==> src/sv/irenc_pkg.sv <==
// shared types and constants for the ir command frame encoder
package irenc_pkg;

  localparam logic [7:0] HdrByte0  = 8'h55;
  localparam logic [7:0] HdrByte1  = 8'hFF;
  localparam logic [7:0] HdrByte2  = 8'h00;
  localparam logic [7:0] AltOffset = 8'h08;

  typedef struct packed {
    logic [7:0] data;
    logic       opens;
    logic       closes;
    logic [7:0] sum;
  } entry_t;

  typedef enum logic [6:0] {
    StHdr0  = 7'b0000001,
    StHdr1  = 7'b0000010,
    StHdr2  = 7'b0000100,
    StData  = 7'b0001000,
    StDataN = 7'b0010000,
    StSum   = 7'b0100000,
    StSumN  = 7'b1000000
  } step_e;

endpackage

==> src/sv/irenc_front.sv <==
// front end: accepts message bytes, applies the toggle and keeps the checksum
module irenc_front (
  input  logic              clk_i,
  input  logic              rst_ni,
  input  logic              in_valid_i,
  output logic              in_stall_o,
  input  logic [7:0]        data_byte_i,
  input  logic              starts_frame_i,
  input  logic              ends_frame_i,
  input  logic              full_i,
  output logic              push_o,
  output irenc_pkg::entry_t push_entry_o
);

  logic       toggle_q, toggle_d;
  logic [7:0] sum_q, sum_d;
  logic [7:0] data_adj;

  assign in_stall_o = full_i;
  assign push_o     = in_valid_i && !full_i;

  always_comb begin
    data_adj = data_byte_i;
    toggle_d = toggle_q;
    if (starts_frame_i) begin
      if (toggle_q) begin
        data_adj = data_byte_i + irenc_pkg::AltOffset;
      end
      toggle_d = !toggle_q;
      sum_d    = data_adj;
    end else begin
      sum_d = sum_q + data_byte_i;
    end
  end

  assign push_entry_o.data   = data_adj;
  assign push_entry_o.opens  = starts_frame_i;
  assign push_entry_o.closes = ends_frame_i;
  assign push_entry_o.sum    = sum_d;

  always_ff @(posedge clk_i or negedge rst_ni) begin
    if (!rst_ni) begin
      toggle_q <= 1'b0;
      sum_q    <= 8'h00;
    end else if (push_o) begin
      toggle_q <= toggle_d;
      sum_q    <= sum_d;
    end
  end

endmodule

==> src/sv/irenc_queue.sv <==
// short queue of classified items between front and back end
module irenc_queue #(
  parameter int unsigned Depth = 4
) (
  input  logic              clk_i,
  input  logic              rst_ni,
  input  logic              push_i,
  input  irenc_pkg::entry_t push_entry_i,
  output logic              full_o,
  input  logic              pop_i,
  output logic              valid_o,
  output irenc_pkg::entry_t entry_o
);

  localparam int unsigned PtrW = (Depth > 1) ? $clog2(Depth) : 1;
  localparam int unsigned CntW = $clog2(Depth + 1);

  irenc_pkg::entry_t mem_q [Depth];
  logic [PtrW-1:0]   wr_ptr_q, rd_ptr_q;
  logic [CntW-1:0]   cnt_q;
  logic              do_push, do_pop;

  assign full_o  = (cnt_q == CntW'(Depth));
  assign valid_o = (cnt_q != '0);
  assign entry_o = mem_q[rd_ptr_q];
  assign do_push = push_i && !full_o;
  assign do_pop  = pop_i && valid_o;

  always_ff @(posedge clk_i) begin
    if (do_push) begin
      mem_q[wr_ptr_q] <= push_entry_i;
    end
  end

  always_ff @(posedge clk_i or negedge rst_ni) begin
    if (!rst_ni) begin
      wr_ptr_q <= '0;
      rd_ptr_q <= '0;
      cnt_q    <= '0;
    end else begin
      if (do_push) begin
        wr_ptr_q <= (wr_ptr_q == PtrW'(Depth - 1)) ? '0 : wr_ptr_q + 1'b1;
      end
      if (do_pop) begin
        rd_ptr_q <= (rd_ptr_q == PtrW'(Depth - 1)) ? '0 : rd_ptr_q + 1'b1;
      end
      if (do_push && !do_pop) begin
        cnt_q <= cnt_q + 1'b1;
      end else if (do_pop && !do_push) begin
        cnt_q <= cnt_q - 1'b1;
      end
    end
  end

endmodule

==> src/sv/irenc_back.sv <==
// back end: serialises header, bytes with complements and checksum
module irenc_back (
  input  logic              clk_i,
  input  logic              rst_ni,
  input  logic              q_valid_i,
  input  irenc_pkg::entry_t q_entry_i,
  output logic              pop_o,
  output logic              out_valid_o,
  input  logic              out_stall_i,
  output logic [7:0]        out_byte_o,
  output logic              last_of_run_o
);

  logic              busy_q, busy_d;
  irenc_pkg::entry_t cur_q;
  irenc_pkg::step_e  step_q, step_d;
  logic              out_valid_q;
  logic [7:0]        out_byte_q;
  logic              out_last_q;
  logic              load_ok, emit, last_step;
  logic [7:0]        byte_sel;

  assign load_ok   = !out_valid_q || !out_stall_i;
  assign emit      = busy_q && load_ok;
  assign last_step = ((step_q == irenc_pkg::StDataN) && !cur_q.closes) ||
                     (step_q == irenc_pkg::StSumN);
  assign pop_o     = q_valid_i && (!busy_q || (emit && last_step));

  always_comb begin
    unique case (step_q)
      irenc_pkg::StHdr0:  byte_sel = irenc_pkg::HdrByte0;
      irenc_pkg::StHdr1:  byte_sel = irenc_pkg::HdrByte1;
      irenc_pkg::StHdr2:  byte_sel = irenc_pkg::HdrByte2;
      irenc_pkg::StData:  byte_sel = cur_q.data;
      irenc_pkg::StDataN: byte_sel = ~cur_q.data;
      irenc_pkg::StSum:   byte_sel = cur_q.sum;
      irenc_pkg::StSumN:  byte_sel = ~cur_q.sum;
      default:            byte_sel = 8'h00;
    endcase
  end

  always_comb begin
    busy_d = busy_q;
    step_d = step_q;
    if (emit) begin
      unique case (step_q)
        irenc_pkg::StHdr0:  step_d = irenc_pkg::StHdr1;
        irenc_pkg::StHdr1:  step_d = irenc_pkg::StHdr2;
        irenc_pkg::StHdr2:  step_d = irenc_pkg::StData;
        irenc_pkg::StData:  step_d = irenc_pkg::StDataN;
        irenc_pkg::StDataN: step_d = irenc_pkg::StSum;
        irenc_pkg::StSum:   step_d = irenc_pkg::StSumN;
        irenc_pkg::StSumN:  step_d = irenc_pkg::StHdr0;
        default:            step_d = irenc_pkg::StHdr0;
      endcase
      if (last_step) begin
        busy_d = 1'b0;
      end
    end
    if (pop_o) begin
      busy_d = 1'b1;
      step_d = q_entry_i.opens ? irenc_pkg::StHdr0 : irenc_pkg::StData;
    end
  end

  always_ff @(posedge clk_i) begin
    if (pop_o) begin
      cur_q <= q_entry_i;
    end
    if (emit) begin
      out_byte_q <= byte_sel;
      out_last_q <= last_step;
    end
  end

  always_ff @(posedge clk_i or negedge rst_ni) begin
    if (!rst_ni) begin
      busy_q      <= 1'b0;
      step_q      <= irenc_pkg::StHdr0;
      out_valid_q <= 1'b0;
    end else begin
      busy_q <= busy_d;
      step_q <= step_d;
      if (load_ok) begin
        out_valid_q <= emit;
      end
    end
  end

  assign out_valid_o   = out_valid_q;
  assign out_byte_o    = out_byte_q;
  assign last_of_run_o = out_last_q;

endmodule

==> src/sv/ir_command_frame_encoder.sv <==
// top level of the ir command frame encoder
// Takes message bytes (opcode opening a frame, then parameters, last one marked) and
// emits the serial frame: header 55 FF 00 for an opcode, every byte followed by its
// ones' complement, and after the marked byte the checksum and its complement. The
// opcode gets 0x08 added on every second frame. The output gives one byte per cycle
// from its own register unless out_stall_i holds it; a parameter item yields 2 bytes,
// an opcode 5, and 2 more when marked last, and the next item is popped as the last
// byte of the current one is emitted. Input is taken in the cycle it arrives while
// the Depth-entry queue between the classifying front end and the serialising back
// end has room; a byte then passes the queue, the item register and output register.
module ir_command_frame_encoder #(
  parameter int unsigned Depth = 4
) (
  input  logic       clk_i,
  input  logic       rst_ni,
  input  logic       in_valid_i,
  output logic       in_stall_o,
  input  logic [7:0] data_byte_i,
  input  logic       starts_frame_i,
  input  logic       ends_frame_i,
  output logic       out_valid_o,
  input  logic       out_stall_i,
  output logic [7:0] out_byte_o,
  output logic       last_of_run_o
);

  irenc_pkg::entry_t push_entry, q_entry;
  logic              push, full, pop, q_valid;

  irenc_front u_front (
    .clk_i          (clk_i),
    .rst_ni         (rst_ni),
    .in_valid_i     (in_valid_i),
    .in_stall_o     (in_stall_o),
    .data_byte_i    (data_byte_i),
    .starts_frame_i (starts_frame_i),
    .ends_frame_i   (ends_frame_i),
    .full_i         (full),
    .push_o         (push),
    .push_entry_o   (push_entry)
  );

  irenc_queue #(
    .Depth (Depth)
  ) u_queue (
    .clk_i        (clk_i),
    .rst_ni       (rst_ni),
    .push_i       (push),
    .push_entry_i (push_entry),
    .full_o       (full),
    .pop_i        (pop),
    .valid_o      (q_valid),
    .entry_o      (q_entry)
  );

  irenc_back u_back (
    .clk_i         (clk_i),
    .rst_ni        (rst_ni),
    .q_valid_i     (q_valid),
    .q_entry_i     (q_entry),
    .pop_o         (pop),
    .out_valid_o   (out_valid_o),
    .out_stall_i   (out_stall_i),
    .out_byte_o    (out_byte_o),
    .last_of_run_o (last_of_run_o)
  );

endmodule
==> config.mk <==
export PLATFORM = sky130hd
export DESIGN_NAME = ir_command_frame_encoder
export DESIGN_NICKNAME = d
export VERILOG_FILES = /design/src/sv/irenc_pkg.sv /design/src/sv/irenc_front.sv /design/src/sv/irenc_queue.sv /design/src/sv/irenc_back.sv /design/src/sv/ir_command_frame_encoder.sv
export SDC_FILE = /design/constraint.sdc
export NUM_CORES = 1
export LEC_CHECK = 0
export BUFFER_PORTS_ARGS = -buffer_cell sky130_fd_sc_hd__buf_2
export CORE_AREA = 2 2 95 165
export DETAILED_ROUTE_END_ITERATION = 8
export DIE_AREA = 0 0 97 167
export GPL_TIMING_DRIVEN = 0
export PLACE_DENSITY = 0.57
export REMOVE_ABC_BUFFERS = 1
export SLEW_MARGIN = 20
export SYNTH_ARGS = -nofsm -noshare
export SYNTH_HDL_FRONTEND = slang
export SYNTH_SLANG_ARGS = --single-unit
==> constraint.sdc <==
create_clock -name clk_i -period 4.1 [get_ports clk_i]
set_clock_uncertainty 0.1 [all_clocks]
set_input_delay 0.41 -clock clk_i [delete_from_list [all_inputs] [get_ports clk_i]]
set_output_delay 0.41 -clock clk_i [all_outputs]
set_load 0.01 [all_outputs]
; ---- Yosys cells after proc, flatten, opt, wreduce, memory -nomap -nowiden
; Memory sizes are Yosys's and may differ from the RTL's.
; Cells that the tools add are included.
[op_classes]
n_addsub = 6
n_eq_ne = 10
mux = 17
bitwise = 2
reduce_logical = 26
[op_table]
columns = cell, count
row1 = $pmux 8 s6, 1
row2 = $pmux 7 s6, 1
row3 = $mux 8, 3
row4 = $not 8->8, 2
row5 = $mux 7, 2
row6 = $logic_and 1x1->1, 9
row7 = $add 8x4->8 const B, 1
row8 = $add 8x8->8, 1
row9 = $logic_not 1->1, 8
row10 = $eq 7x1->1 const B, 1
row11 = $eq 7x2->1 const B, 1
row12 = $eq 7x3->1 const B, 1
row13 = $eq 7x4->1 const B, 1
row14 = $eq 7x5->1 const B, 1
row15 = $eq 7x6->1 const B, 1
row16 = $eq 7x7->1 const B, 1
row17 = $mux 3, 2
row18 = $reduce_bool 2->1, 3
row19 = $mux 1, 5
row20 = $add 2x1->2 const B, 2
row21 = $eq 2x2->1 const B, 2
row22 = $mux 2, 2
row23 = $mux 4, 1
row24 = $reduce_and 2->1, 2
row25 = 5 further kinds, 7
[totals]
ff_bits = 51
ramBits = 72
out_inout_bits = 11
wordCells = 75
mem_count = 1
[memory_table]
columns = name, words, word_bits, read_ports, rd_ports_with_merged_regs, wr, line_no
row1 = u_queue.mem_q, 4, 18, 1, 0, 1, irenc_queue.sv:18  ; irenc_pkg::entry_t mem_q [Depth];

; ---- Logic depth before layout (Yosys ltp)
; Gate-level depths: netlist (run 1).
[logic_depth]
ltp_word = 10
mapped_depth = 11
mapped_depth_nobuf = 9

; ---- Cells and area by module
; From an unflattened synthesis (run 1), not the netlist that was laid out.
[hier_totals]
cells_unflattened = 368
area_unflattened_um2 = 5690.5
[by_module_without_submodules]
columns = module, n_inst, cells_each, area_each_um2
row1 = irenc_queue, 1, 131, 3071.7
row2 = irenc_back, 1, 115, 1589.0
row3 = irenc_front, 1, 122, 1029.7

; ---- Worst setup path before layout (run 1)
; No wires, ideal clock.
[synth_path]
path_kind = flip-flop to flip-flop
from = reg u_queue.cnt_q[0]
to = reg u_queue.cnt_q[1]
setup_ns = 0.125
arrival_time_ns = 2.284
path_slack_ns = 1.591
path_stages_with_launch = 9
path_buffers = 1
synth_period_minus_slack_ns = 2.509
cell_sequence = dfrtp_1 nor3b_1 nand2b_1 inv_2 clkbuf_1 ha_1 inv_1 fa_1 mux2_2
[synth_via]
elab_chain_len = 7
[synth_lines]
columns = item, line_no
row1 = from (decl), irenc_queue.sv:20  ; logic [CntW-1:0] cnt_q;
row2 = from (signal assigned), irenc_queue.sv:48  ; cnt_q <= cnt_q + 1'b1;
row3 = from (signal assigned), irenc_queue.sv:50  ; cnt_q <= cnt_q - 1'b1;
row4 = $eq 3x3->1 (*), irenc_queue.sv:23  ; assign full_o = (cnt_q == CntW'(Depth));
row5 = net in_stall_o, ir_command_frame_encoder.sv:17  ; output logic in_stall_o,
row6 = $logic_not 1->1 (*), irenc_front.sv:20  ; assign push_o = in_valid_i && !full_i;
row7 = $logic_and 1x1->1 (*), irenc_front.sv:20
row8 = net push, ir_command_frame_encoder.sv:28  ; logic push, full, pop, q_valid;
row9 = $logic_and 1x1->1 (*), irenc_queue.sv:26  ; assign do_push = push_i && !full_o;
row10 = $logic_not 1->1, irenc_queue.sv:49  ; end else if (do_pop && !do_push) begin
row11 = $logic_and 1x1->1, irenc_queue.sv:49
row12 = $reduce_bool 2->1 (no source line), -
; The timed path passes the listed nets; every way through them passes the cells marked *. The select of a mux whose other input is x is not followed.
; A chain may end at the register's enable or synchronous reset.

; ---- Worst setup path after layout (run 1)
[layout_path]
from = reg u_queue.cnt_q[0]
to = reg u_queue.cnt_q[1]
[layout_via]
elab_chain_len = 7
[layout_lines]
columns = item
row1 = branches (longest 7 deep; another with $sub 3x1->3)
; Parallel ways; which one is timed is not known. The select of a mux whose other input is x is not followed.

==> run metrics, run 1 <==
layout cells sized above 1=roughly a quarter; CP max stage cell=dfrtp_1; Final Hold Viols=0; nature of the critical path endpoint=flip-flop; Max-Cap Viols=0; crit-path cells=nor3b_1 -> nand2b_1 -> inv_2 -> ha_1 -> inv_1 -> fa_1 -> mux2_2; Crit Path Class=flip-flop to flip-flop; clock tree from TritonCTS=built; EDFF count, synth=98; Fillers=1,313; Worst-Skew Late Latency=just over 0.4 ns; Post-synth ARST share=20.33%; WL/cell=roughly 17 um; HP Class=input port to flip-flop; number of buffers added for setup after CTS=0; Initial Utilization=a little under two fifths; Seq/Total Area, Yosys=between 60% and 70%; post-route cell area=0.006431 mm^2; DP HPWL=7.048 mm; crit-path leading delay family=adder cells; crit-path max cell delay=0.47 ns; Unique masters post-synth=57; initial DRC count=128; Port-buffer cells=24; CP Max Fanout=18; H-tree levels=4; Min Hold Slack=between 0.1 and 0.15 ns; maximum clock frequency=375.2 MHz; initial antenna violation count=0; outcome=complete, no violations; CTS Buf Count=17; Pins Over Slew Limit=0; die height=approximately 170 um; clock tree buffer depth=2; crit path DAT=between 2 and 3 ns; post_cts resized=0; WL final=10.12 mm; Ports=25; Setup-failing EPs final=0; synthesized netlist cell count=367; largest net degree at the start of global routing=26; 1st-pass router iterations=4; vias per cell=5.145; # hold bufs at CTS=1; Total Routing Usage GR=13.61%; number of global-route vias before repair=roughly 3,200; Post-synth top flop=edfxtp_1; RD Place Congestion=0.7687; WP buf/inv=2; first-pass GRT wire length=17.04 mm; DRC violations left=0; Period Utilization, post-route=65.01%; post-route ant nets=0; synthesis-to-finish area growth=16.26%; min cycle time layout=2.665 ns; CTS Root Cell=clkbuf_16; Layout Nets=428; Worst slew margin=33.78%; P per Cell Area=677.8 mW/mm^2; number of clock sinks=123; worst-margin pin slew=around 1 ns; syn avg cell area=15.07 um^2; Syn. warnings=0; synthesized flop and latch total=roughly 120; area post-placement=~0.0058 mm^2; static leakage=0.002298 uW; synthesized area=0.005532 mm^2; die footprint=0.01620 mm^2; Inserted Diodes=0; Vias=3,056; unrepaired setup endpoints after global routing=no; maximum VDD drop=0.3334 mV; CTS clk-pin slew, worst paths=roughly 0.06 ns; Die X-Extent=between 90 and 100 um; row count=59; critical path startpoint category=flip-flop; Core Area=between 0.01 and 0.015 mm^2; grt ovf=0; worst path required time=4.30 ns; Final TNS setup=0 ns
worst paths after layout:
check                                 start  cells past startpoint                   to  slack, ns
setup / recovery           u_queue.cnt_q[0]                      7     u_queue.cnt_q[1]       1.43
hold / removal                 ends_frame_i                      1  u_queue.mem_q[2][8]       0.12
setup reg to reg           u_queue.cnt_q[0]                      7     u_queue.cnt_q[1]       1.43
hold reg to reg            u_front.sum_q[2]                      1     u_front.sum_q[2]       0.41
max in group asynchronous            rst_ni                      2  u_queue.rd_ptr_q[0]       2.98
min in group asynchronous            rst_ni                      2  u_queue.wr_ptr_q[0]       0.46
placed cells by master, fill, tap and decap left out, types with 7 or more instances in the layout:
cell       count
o21ai_0       21
edfxtp_1      98
mux4_2        18
o211ai_1      11
inv_1          9
clkinv_4       7
xor2_1         9
buf_2         24
clkbuf_16     17
ha_1          14
a21oi_1       11
nand2_1       35
mux2_2        12
nor2_1        10
dfrtp_1       23
flip-flops by register name (all words and copies together), names as in the netlist:
| signal | flops |
|---|---|
| u_front.toggle_q | 1 |
| u_queue.wr_ptr_q | 2 |
| u_back.step_q | 7 |
| u_queue.rd_ptr_q | 2 |
| u_back.out_valid_o | 1 |
| u_front.sum_q | 8 |
| u_back.out_byte_o | 8 |
| u_queue.mem_q | 72 |
| u_back.last_of_run_o | 1 |
| u_back.cur_q | 17 |
| u_back.busy_q | 1 |
| u_queue.cnt_q | 3 |
Yosys cell counts, types with 3 or more instances:
cell type	count	area [um^2]
nand3_1	4	20.02
o211ai_1	11	82.58
xnor2_1	6	52.55
buf_2	4	20.02
a21o_1	6	45.04
o21ai_0	21	105.1
mux2_2	12	135.1
edfxtp_1	98	2943
and2_1	5	31.28
a22o_1	3	26.28
xor2_1	9	78.83
a21oi_1	11	55.05
nor2b_1	5	31.28
o31ai_1	3	22.52
inv_1	9	33.78
ha_1	14	175.2
mux4_2	18	405.4
nand2_1	35	131.4
a22oi_1	4	30.03
clkbuf_1	7	26.28
nor2_1	10	37.54
nand2b_1	3	18.77
dfrtp_1	24	600.6
nor3_1	3	15.01
cells by family after synthesis:
group / Yosys count / synth area share (%)
adders and majority gates: 16 / 3.891
DFF: 123 / 64.53
muxes: 32 / 10.13
AOI/OAI and AO/OA: 72 / 8.912
xor gates and xnor gates: 15 / 2.375
and+or+nand+nor: 85 / 8.098
buffers and inverters: 24 / 2.058
report_power, final:
part           total [uW]  switching (uW)  internal, uW
registers            1890             165          1730
logic                 998             560           438
clock network        1470             562           905
metal layers:
metal	GRT usage, %	part of all wire, %	vias up
met4	6.001	1.7	0
met3	3.861	2.6	13
met1	14.42	38	1519
met2	24.82	58	43
met5	0	0	-
li1	-	-	1481
worst register-to-register path, cell delays in order (launching register included):
cell and delay (ns):
dfrtp_1 0.47, nor3b_1 0.34, nand2b_1 0.35, inv_2 0.24
ha_1 0.29, inv_1 0.07, fa_1 0.41, mux2_2 0.27
through the flow:
step,utilization (%),instances,setup slack (ns),power (uW)
floorplan,-,354,1.728,2618
global placement,39.19,561,1.420,2869
detailed placement,39.20,561,1.316,2929
CTS,43.27,594,1.409,4409
global route,43.34,594,1.212,4613
finish,43.34,594,1.435,4359
layout make-up:
type                            instances  area (um^2)  share of cell area [%]
Multi-Input combinational cell        220         1859                   28.91
Tap cell                              183        229.0                   3.560
Clock inverter                         15        167.7                   2.607
Inverter                               11        48.80                  0.7588
Timing Repair Buffer                   25        130.1                   2.023
Sequential cell                       123         3571                   55.53
Clock buffer                           17        425.4                   6.615
(Power assumes the default switching activity.)
==> run 2, diff against run 1 <==
Settings changed: PLACE_DENSITY 0.57 to 0.59.
Clock period 4.1 ns to 2.2 ns, I/O delays scaled along.
==> run 2 against run 1 <==
  * The flow now finishes with violations (negative setup slack)
  * Via count rose by 3.4%
  * Global-route usage fell by 0.30 points
  * Power rose by 100%
  * Sequential power rose by 87%
  * First-iteration DRC count fell by 41%
  * Routed wire length rose by 2.0%
  * Sequential share of layout area fell by 3.0 points
  * Combinational power rose by 130%
  * Final cell count rose by 2.7%
  * Register-to-register slack got worse by 1.5 ns
  * Largest power group unchanged
==> run metrics, run 2 (same netlist as run 1, synthesis figures left out) <==
outcome=finished, violations left; failing checks=negative setup slack; switching power=2509 uW; Gate power share=25.8%; critical path startpoint category=flip-flop; Crit Path Class=flip-flop to flip-flop; die height=around 170 um; Clock power frac=between 30% and 40%; CP max stage cell=dfrtp_2; pre-CTS setup slack=-0.4447 ns; RD Place Congestion=0.8044; number of clock sinks=roughly 120; Vias=3,160; WL final=10.32 mm; number of flip-flops under the largest register name=72; worst-margin pin slew=0.8908 ns; DP HPWL=7.033 mm; worst path required time=2.39 ns; layout cells sized above 1=~33%; Pins Over Slew Limit=0; P per Cell Area=1281 mW/mm^2; Min Hold Slack=0.1580 ns; Tot Pwr=between 8000 and 9000 uW; crit-path cells=nor4_4 -> o211ai_1 -> a21o_2 -> ha_4 -> inv_2 -> fa_2 -> mux2_2; synthesis-to-finish area growth=23.00%; maximum clock frequency=~450 MHz; unrepaired setup endpoints after global routing=yes; Period Utilization, post-route=101.2%; Setup-failing EPs final=1; maximum VDD drop=~0.5 mV; Die X-Extent=about 97 um; Sequential Power Share=approximately 41%; WL/cell=between 15 and 20 um; CTS clk-pin slew, worst paths=roughly 0.060 ns; Final Hold Viols=0; Worst slew margin=40.61%; nature of the critical path endpoint=flip-flop; setup slack after layout=-0.02703 ns; biggest regs=u_queue.mem_q: 72 flops, u_back.cur_q: 17 flops; post-route ant nets=0; HP Class=input port to flip-flop; Post-Place Cells=561; clock tree buffer depth=2; CTS Root Cell=clkbuf_16; CP Max Fanout=2; largest net degree at the start of global routing=26; Inserted Diodes=0; grt ovf=0; H-tree levels=4; WP buf/inv=1; final core utilization=45.86%; 1st-pass router iterations=4; crit path DAT=around 2.4 ns; Top reg by flops=u_queue.mem_q; crit-path max cell delay=0.42 ns; most common cell after layout, fill and taps aside=edfxtp_1; crit-path leading delay family=adder cells; Total Routing Usage GR=13.30%; static leakage=0.002402 uW; CTS Buf Count=17; most frequent cells in the layout=edfxtp_1 (98), nand2_1 (35), buf_2 (24); vias per cell=5.180; initial antenna violation count=0; Max-Cap Viols=0; DRC violations left=0; number of global-route vias before repair=3,289; Ports=25; final cell count without fillers=610; die footprint=between 0.015 and 0.02 mm^2; P_int=slightly above 6000 uW; min cycle time layout=between 2 and 2.5 ns; row count=59; initial DRC count=75; Worst-Skew Late Latency=0.41 ns; Initial Utilization=37.28%; Core Area=0.01484 mm^2; Fillers=approximately 1,300; Sw Ratio=28.79%; clock tree from TritonCTS=built; first-pass GRT wire length=about 17 mm; Layout Nets=444; Port-buffer cells=24
run 2: cell count changes in the layout (fill, tap and decap cells not counted), moves of 4 or more:
cell / delta
and2_1: -4
clkinv_4: -5
ha_4: +5
buf_4: +11
and2_4: +4
dfrtp_2: +4
dlygate4sd3_1: +5
ha_1: -6
clkinvlp_4: +5
dfrtp_1: -4
run 2: area by class of cell:
type / count / area, um^2 / share of cell area [%]
inverter: 11 / 56.30 / 0.8275
tap: 183 / 229.0 / 3.365
sequential: 123 / 3576 / 52.56
clock buffer: 18 / 439.2 / 6.455
multi-input combinational: 220 / 2046 / 30.07
timing repair buffer: 41 / 262.8 / 3.862
clock inverter: 14 / 195.2 / 2.869
run 2: timing repair:
item / CTS / global route
hold endpoints to repair: 41 / 0
pin swaps: 9 / 13
setup buffers: 9 / 2
endpoints found under the setup margin: 93 / 92
gates resized for setup: 27 / 22
hold buffers: 6 / 0
run 2: metrics by stage:
step | cell area (um^2) | TNS (ns)
final | 6804 | -0.02703
after global routing | 6804 | -0.2093
after CTS | 6655 | -0.06185
after detailed placement | 5817 | -34.42
after global placement | 5816 | -32.17
after floorplan | 5466 | -0.2976
run 2: worst min-delay path, stage by stage:
cell      delay, ns
buf_2          0.16
or3_1          0.14
o211ai_1       0.09
run 2: routing by layer:
layer  part of all wire (%)  routed length [um]  GRT usage [%]
met5                      0                   0              0
met4                    3.0                 308          7.287
met3                    2.9                 298          3.861
met2                     57                5934          24.94
met1                     37                3782          12.78
run 2: power by group through the flow:
stage | logic, uW | registers, uW | clock network (uW)
after floorplan | 1360 | 3510 | 0
after global placement | 1810 | 3530 | 0
after detailed placement | 1880 | 3570 | 0
after CTS | 2070 | 3510 | 2990
after global routing | 2480 | 3590 | 3070
final | 2250 | 3530 | 2930
run 2: path summary, 6_finish.rpt:
path | startpoint | to | slack, ns | depth (start not counted)
setup / recovery | u_back.step_q[3] | u_queue.cnt_q[1] | -0.03 | 7
hold / removal | data_byte_i[7] | u_front.sum_q[7] | 0.16 | 3
setup reg to reg | u_back.step_q[3] | u_queue.cnt_q[1] | -0.03 | 7
hold reg to reg | u_front.sum_q[5] | u_front.sum_q[5] | 0.42 | 1
max in group asynchronous | rst_ni | u_back.step_q[1] | 1.26 | 2
min in group asynchronous | rst_ni | u_queue.wr_ptr_q[0] | 0.28 | 2
